`src/hdl/cta_pkg.sv`:
```
// types, constants and ratio helpers for the color-to-alpha pixel core
// no dependencies
package cta_pkg;

	localparam int CHANNELS = 3;
	localparam int LANES    = 4;
	localparam int QBITS    = 8;
	localparam logic [7:0] CHAN_MAX  = 8'd255;
	localparam logic [23:0] KEY_RESET = 24'hFFFFFF;

	typedef struct packed {
		logic [7:0] num;
		logic [7:0] den;
	} ratio_t;

	// distance of one channel from its key, as an exact fraction
	function automatic ratio_t channel_ratio(input logic [7:0] s, input logic [7:0] k);
		ratio_t r;
		if (k == 8'd0) begin
			r.num = s;
			r.den = CHAN_MAX;
		end else if (s > k) begin
			r.num = s - k;
			r.den = CHAN_MAX - k;
		end else if (s < k) begin
			r.num = k - s;
			r.den = k;
		end else begin
			r.num = 8'd0;
			r.den = 8'd1;
		end
		return r;
	endfunction

	// a > b by cross multiplication
	function automatic logic frac_greater(input ratio_t a, input ratio_t b);
		logic [15:0] pa;
		logic [15:0] pb;
		pa = a.num * b.den;
		pb = b.num * a.den;
		return pa > pb;
	endfunction

endpackage

```
`src/hdl/color_to_alpha_pixel_core.sv`:
```
// color-to-alpha pixel core: turns a configured key color into transparency
// depends on cta_pkg
//
// usage
//  - pixel channel: a transfer happens at a clock edge with start high and
//    busy low; busy is always low, so one pixel can enter every cycle
//  - result channel: done is high for exactly one cycle with out_* valid;
//    the receiver takes it at the edge ending that cycle and cannot stall
//  - key channel: cfg_data is written to the key on cfg_valid && cfg_ready;
//    cfg_ready is always high; write it only while no pixel is in flight
//  - throughput is one pixel per cycle
//  - stage 1 forms the three channel ratios, stage 2 picks the largest by
//    cross multiplication, stage 3 forms the dividends and divisors, stage 4
//    checks saturation, stages 5..12 each retire one quotient bit in four
//    parallel restoring dividers (three colors and alpha)
//  - reset clears all valid bits and loads the key with white
module color_to_alpha_pixel_core
	import cta_pkg::*;
(
	input  logic        clk,
	input  logic        arst_n,
	input  logic        start,
	output logic        busy,
	input  logic [7:0]  in_blue,
	input  logic [7:0]  in_green,
	input  logic [7:0]  in_red,
	input  logic [7:0]  in_alpha,
	input  logic        cfg_valid,
	output logic        cfg_ready,
	input  logic [23:0] cfg_data,
	output logic        done,
	output logic [7:0]  out_blue,
	output logic [7:0]  out_green,
	output logic [7:0]  out_red,
	output logic [7:0]  out_alpha
);

	logic [23:0] key_color_q;
	logic [7:0]  key [CHANNELS];

	assign busy      = 1'b0;
	assign cfg_ready = 1'b1;

	assign key[0] = key_color_q[7:0];
	assign key[1] = key_color_q[15:8];
	assign key[2] = key_color_q[23:16];

	always_ff @(posedge clk or negedge arst_n) begin
		if (!arst_n) begin
			key_color_q <= KEY_RESET;
		end else if (cfg_valid && cfg_ready) begin
			key_color_q <= cfg_data;
		end
	end

	// stage 1: channel ratios
	logic       vld_s1;
	logic [7:0] src_s1 [CHANNELS];
	logic [7:0] alpha_s1;
	ratio_t     rat_s1 [CHANNELS];
	logic [7:0] src_in [CHANNELS];

	assign src_in[0] = in_blue;
	assign src_in[1] = in_green;
	assign src_in[2] = in_red;

	always_ff @(posedge clk or negedge arst_n) begin
		if (!arst_n) begin
			vld_s1 <= 1'b0;
		end else begin
			vld_s1 <= start && !busy;
		end
	end

	always_ff @(posedge clk) begin
		for (int c = 0; c < CHANNELS; c++) begin
			src_s1[c] <= src_in[c];
			rat_s1[c] <= channel_ratio(src_in[c], key[c]);
		end
		alpha_s1 <= in_alpha;
	end

	// stage 2: largest ratio; on a tie blue wins over green and red, green over red
	logic       vld_s2;
	logic [7:0] src_s2 [CHANNELS];
	logic [7:0] alpha_s2;
	ratio_t     amax_s2;
	ratio_t     amax;

	always_comb begin
		if (frac_greater(rat_s1[2], rat_s1[1])) begin
			amax = frac_greater(rat_s1[2], rat_s1[0]) ? rat_s1[2] : rat_s1[0];
		end else begin
			amax = frac_greater(rat_s1[1], rat_s1[0]) ? rat_s1[1] : rat_s1[0];
		end
	end

	always_ff @(posedge clk or negedge arst_n) begin
		if (!arst_n) begin
			vld_s2 <= 1'b0;
		end else begin
			vld_s2 <= vld_s1;
		end
	end

	always_ff @(posedge clk) begin
		src_s2   <= src_s1;
		alpha_s2 <= alpha_s1;
		amax_s2  <= amax;
	end

	// stage 3: dividend 2x+y and divisor 2y for each lane
	// lanes 0..2 unkey the colors, lane 3 scales alpha
	// a zero maximum turns a color lane into (2s+1)/2 so the color passes
	logic        vld_s3;
	logic [17:0] dvd_s3 [LANES];
	logic [8:0]  dvs_s3 [LANES];
	logic [17:0] dvd    [LANES];
	logic [8:0]  dvs    [LANES];
	logic [15:0] kn     [CHANNELS];
	logic signed [8:0]  diff [CHANNELS];
	logic signed [17:0] dp   [CHANNELS];
	logic signed [19:0] tx   [CHANNELS];
	logic [15:0] na;

	always_comb begin
		for (int c = 0; c < CHANNELS; c++) begin
			kn[c]   = key[c] * amax_s2.num;
			diff[c] = $signed({1'b0, src_s2[c]}) - $signed({1'b0, key[c]});
			dp[c]   = diff[c] * $signed({1'b0, amax_s2.den});
			tx[c]   = (($signed({4'b0, kn[c]}) + $signed({{2{dp[c][17]}}, dp[c]})) <<< 1)
				+ $signed({12'b0, amax_s2.num});
			if (amax_s2.num == 8'd0) begin
				dvd[c] = {9'b0, src_s2[c], 1'b1};
				dvs[c] = 9'd2;
			end else begin
				dvd[c] = tx[c][19] ? 18'd0 : tx[c][17:0];
				dvs[c] = {amax_s2.num, 1'b0};
			end
		end
		na           = amax_s2.num * alpha_s2;
		dvd[LANES-1] = {1'b0, na, 1'b0} + {10'b0, amax_s2.den};
		dvs[LANES-1] = {amax_s2.den, 1'b0};
	end

	always_ff @(posedge clk or negedge arst_n) begin
		if (!arst_n) begin
			vld_s3 <= 1'b0;
		end else begin
			vld_s3 <= vld_s2;
		end
	end

	always_ff @(posedge clk) begin
		dvd_s3 <= dvd;
		dvs_s3 <= dvs;
	end

	// stage 4 and the bit stages: index 0 is stage 4, index QBITS is stage 12
	logic              vld_sx [QBITS+1];
	logic [16:0]       rem_sx [QBITS+1][LANES];
	logic [QBITS-1:0]  quo_sx [QBITS+1][LANES];
	logic              sat_sx [QBITS+1][LANES];
	logic [8:0]        dvs_sx [QBITS+1][LANES];

	always_ff @(posedge clk or negedge arst_n) begin
		if (!arst_n) begin
			for (int j = 0; j <= QBITS; j++) begin
				vld_sx[j] <= 1'b0;
			end
		end else begin
			vld_sx[0] <= vld_s3;
			for (int j = 1; j <= QBITS; j++) begin
				vld_sx[j] <= vld_sx[j-1];
			end
		end
	end

	// quotient of 256 or more saturates
	// each bit stage tries the divisor shifted to its quotient bit
	always_ff @(posedge clk) begin
		for (int l = 0; l < LANES; l++) begin
			sat_sx[0][l] <= dvd_s3[l][17:8] >= {1'b0, dvs_s3[l]};
			rem_sx[0][l] <= dvd_s3[l][16:0];
			quo_sx[0][l] <= '0;
			dvs_sx[0][l] <= dvs_s3[l];
		end
		for (int j = 1; j <= QBITS; j++) begin
			for (int l = 0; l < LANES; l++) begin
				sat_sx[j][l] <= sat_sx[j-1][l];
				dvs_sx[j][l] <= dvs_sx[j-1][l];
				if (rem_sx[j-1][l] >= ({8'b0, dvs_sx[j-1][l]} << (QBITS - j))) begin
					rem_sx[j][l] <= rem_sx[j-1][l] - ({8'b0, dvs_sx[j-1][l]} << (QBITS - j));
					quo_sx[j][l] <= quo_sx[j-1][l] | (QBITS'(1) << (QBITS - j));
				end else begin
					rem_sx[j][l] <= rem_sx[j-1][l];
					quo_sx[j][l] <= quo_sx[j-1][l];
				end
			end
		end
	end

	assign done      = vld_sx[QBITS];
	assign out_blue  = sat_sx[QBITS][0] ? CHAN_MAX : quo_sx[QBITS][0];
	assign out_green = sat_sx[QBITS][1] ? CHAN_MAX : quo_sx[QBITS][1];
	assign out_red   = sat_sx[QBITS][2] ? CHAN_MAX : quo_sx[QBITS][2];
	assign out_alpha = sat_sx[QBITS][3] ? CHAN_MAX : quo_sx[QBITS][3];

	// every accepted pixel comes out as a result with done high
	a_latency: assert property (@(posedge clk) disable iff (!arst_n)
		start && !busy |-> ##12 done)
		else $error("pixel result missing");

	a_no_spurious: assert property (@(posedge clk) disable iff (!arst_n)
		done |-> $past(start && !busy, 12))
		else $error("result without pixel");

	// a pixel equal to the key ends fully transparent
	a_key_clear: assert property (@(posedge clk) disable iff (!arst_n)
		start && in_red == key_color_q[23:16] && in_green == key_color_q[15:8]
		&& in_blue == key_color_q[7:0] |-> ##12 out_alpha == 8'd0)
		else $error("key pixel not transparent");

endmodule

```
`config.mk`:
```
export PLATFORM = sky130hd
export DESIGN_NAME = color_to_alpha_pixel_core
export DESIGN_NICKNAME = d
export VERILOG_FILES = /design/src/hdl/cta_pkg.sv /design/src/hdl/color_to_alpha_pixel_core.sv
export SDC_FILE = /design/constraint.sdc
export NUM_CORES = 2
export LEC_CHECK = 0
export BUFFER_PORTS_ARGS = -buffer_cell sky130_fd_sc_hd__buf_4
export CORE_MARGIN = 10
export CORE_UTILIZATION = 65
export CTS_CLUSTER_DIAMETER = 150
export DETAILED_ROUTE_END_ITERATION = 7
export PLACE_DENSITY_LB_ADDON = 0.05
export SLEW_MARGIN = 20
export SYNTH_ARGS = -nofsm -noshare
export SYNTH_HDL_FRONTEND = slang
export SYNTH_SLANG_ARGS = --single-unit
```
`constraint.sdc`:
```
create_clock -name clk -period 21.1 [get_ports clk]
set_input_delay 2.11 -clock clk [delete_from_list [all_inputs] [get_ports clk]]
set_output_delay 2.11 -clock clk [all_outputs]
set_load 0.005 [all_outputs]
```
==> impl_metrics.ini <==
[outcome]
status = finished, final reports clean

[global_routing]
grt_pass1_vias = 57313
grt_remaining_overflow = 0
grt_max_degree = 57
antenna_found_initial = 11
grt_usage_pct = 28.2
grt_pass1_wl_um = 299000

[clocking]
cts_tree = done
h-tree-depth = 3
clockBufferDepth = 3
cts-root-buf = clkbuf_16
cts_hold_buf = 0
cts_sinks = 1095
clk_latency_ps = 730
clk_pin_slew_ps = 60
cts.repair.resized = 0
numCtsBuffers = 108
cts_setup_buffers = 0

[setup_path]
worst_ep_arrival_time_ps = 9250
crit_slowest_cell = dfstp_2
crit_type = reg2reg
cp-end-kind = flop
critPathMaxFanout = 14
crit_buf_inv = 6
start_kind = flop
crit_family = adder cells
cpMostUsedCell = inv_1
cpPeakStageDelay_ps = 710
worstPathRequired_ps = 21650

[hold_path]
worst_hold_path_type = reg2reg

[yosys]
yosysSeqAreaShare_pct = 29.0
ys.flop_type = dfxtp_1
synth_cells = 8217
synth_warnings = 0
synth_fp_nets = 9830
syn-cell-area_um2 = 76300
synth-edff-count = 0
yosysUniqueCellTypes = 93
ys_seq_elements = 1095
async_flop_share_pct = 3.29
synthesis.area_per_instance_um2 = 9.29

[floorplanning]
die_w_um = 363
die-area_um2 = 132000
rows = 125
core_um2 = 116000
initial_core_util_pct = 65.6
chipHeight_um = 363
io_pins = 95

[routing]
drc = 0
drtIter0Drc = 3259
routedWlPerCell_um = 18.8
drt.antenna.violating_nets = 0
dr.pass1.iters = 6
vias = 55787
via_per_inst = 5.65
drt-total-wl_um = 186000

[timing]
slew_viol_final = 0
final.setup.tns_ps = 0
relSlewSlack_pct = 14.1
skew_ps = 67.1
max_freq_mhz = 115
finalHoldViolCount = 0
setup_violations = 0
worst_pin_slew_ps = 1290
fin_crit_sh_pct = 41.2
fin_crit_ps = 8690
rsz0062_at_grt = no

[finish]
layout_common_cells = inv_1 (1242), dfxtp_1 (1059), ha_1 (930)
drive_gt1_share_pct = 6.13
fin_area_um2 = 82200
final_cells = 9877
layout_commonest_cell = inv_1
fillers = 9224
area_growth_pct = 7.76
regArea_um2 = 22100
multiInputGateArea_um2 = 48800
final_nets = 9873

[place]
post_dp_cell_area_um2 = 78500
finalWeightedCongestion = 0.955
portBuffers = 92
dp_hpwl_um = 149000
dp.cells = 9674

[run]
drv_cap = 0
-- final cells by class --
cell class                 instances  area share, %
antenna                            5         0.0152
clock buffer                     144           3.66
clock inverter                    54          0.898
inverter                        1244           5.68
multi-input combinational       5675           59.3
sequential                      1095           26.9
tap                             1524           2.32
timing repair buffer             136           1.24
-- sequential cells by signal (all words and copies together) (netlist names), 15 cells and up --
signal	count
rem_sx	544
quo_sx	144
dvs_sx	120
dvd_s3	72
rat_s1	48
sat_sx	36
key_color_q	24
src_s1	24
src_s2	24
amax_s2	16
dvs_s3	15
-- worst paths after layout --
path	startpoint	to	slack, ps	cells past startpoint
max in group asynchronous	arst_n	key_color_q[1]	19330	1
min reg2reg	dvd_s3[59]	rem_sx[0][56]	270	0
min	dvd_s3[59]	rem_sx[0][56]	270	0
max reg2reg	key_color_q[17]	dvd_s3[31]	12410	31
min in group asynchronous	arst_n	vld_sx[8]	1380	1
max	key_color_q[17]	dvd_s3[31]	12410	31
-- cells in the mapped netlist, drive strengths merged (62+ instances only) --
cell	number	area share (%)
inv	1243	6.1
dfxtp	1059	28
ha	930	15
nand2	720	3.5
fa	623	16
nor2	460	2.3
and2	371	3.0
a21oi	347	2.3
o21ai	304	2.0
xnor2	269	3.1
clkbuf	183	0.90
xor2	167	1.9
nor2b	151	1.2
nor3	143	1.0
a21o	133	1.3
nand2b	89	0.73
nand3	81	0.53
a21boi	74	0.73
or2	64	0.52
nand4	62	0.52
-- stage by stage --
step | util (%) | setup WS [ps] | hold slack (ps)
after floorplan | - | 13350 | 310
after global placement | 67.4 | 12330 | 309
after detailed placement | 67.4 | 12200 | 312
after CTS | 70.7 | 12180 | 266
after global routing | 70.7 | 11830 | 267
final | 70.7 | 12410 | 275
-- per-layer routing --
layer / global-route usage, % / wire length [um] / vias to the layer above
met5: 0 / 26 / -
met1: 34.1 / 76000 / 26800
met4: 13.1 / 9640 / 4
met2: 48.9 / 89100 / 1581
met3: 4.47 / 10800 / 436
li1: - / - / 26966
-- cell families (layout without fill, tap and decap cells) --
kind of cell    count (synthesis)  after routing  share of synthesized area (%)
xor+xnor                      436            436                           5.01
fa+ha+maj                    1553           1553                           31.6
buf+inv                      1447           1578                           7.16
compound gates               1268           1268                           10.8
other cells                     2              7                        0.00984
simple gates                 2339           2339                           15.3
mux                            77             77                           1.08
flops                        1095           1095                           29.0
Power is not shown: default switching activity piles up to over one toggle a cycle in this logic, so the estimate is an artifact.
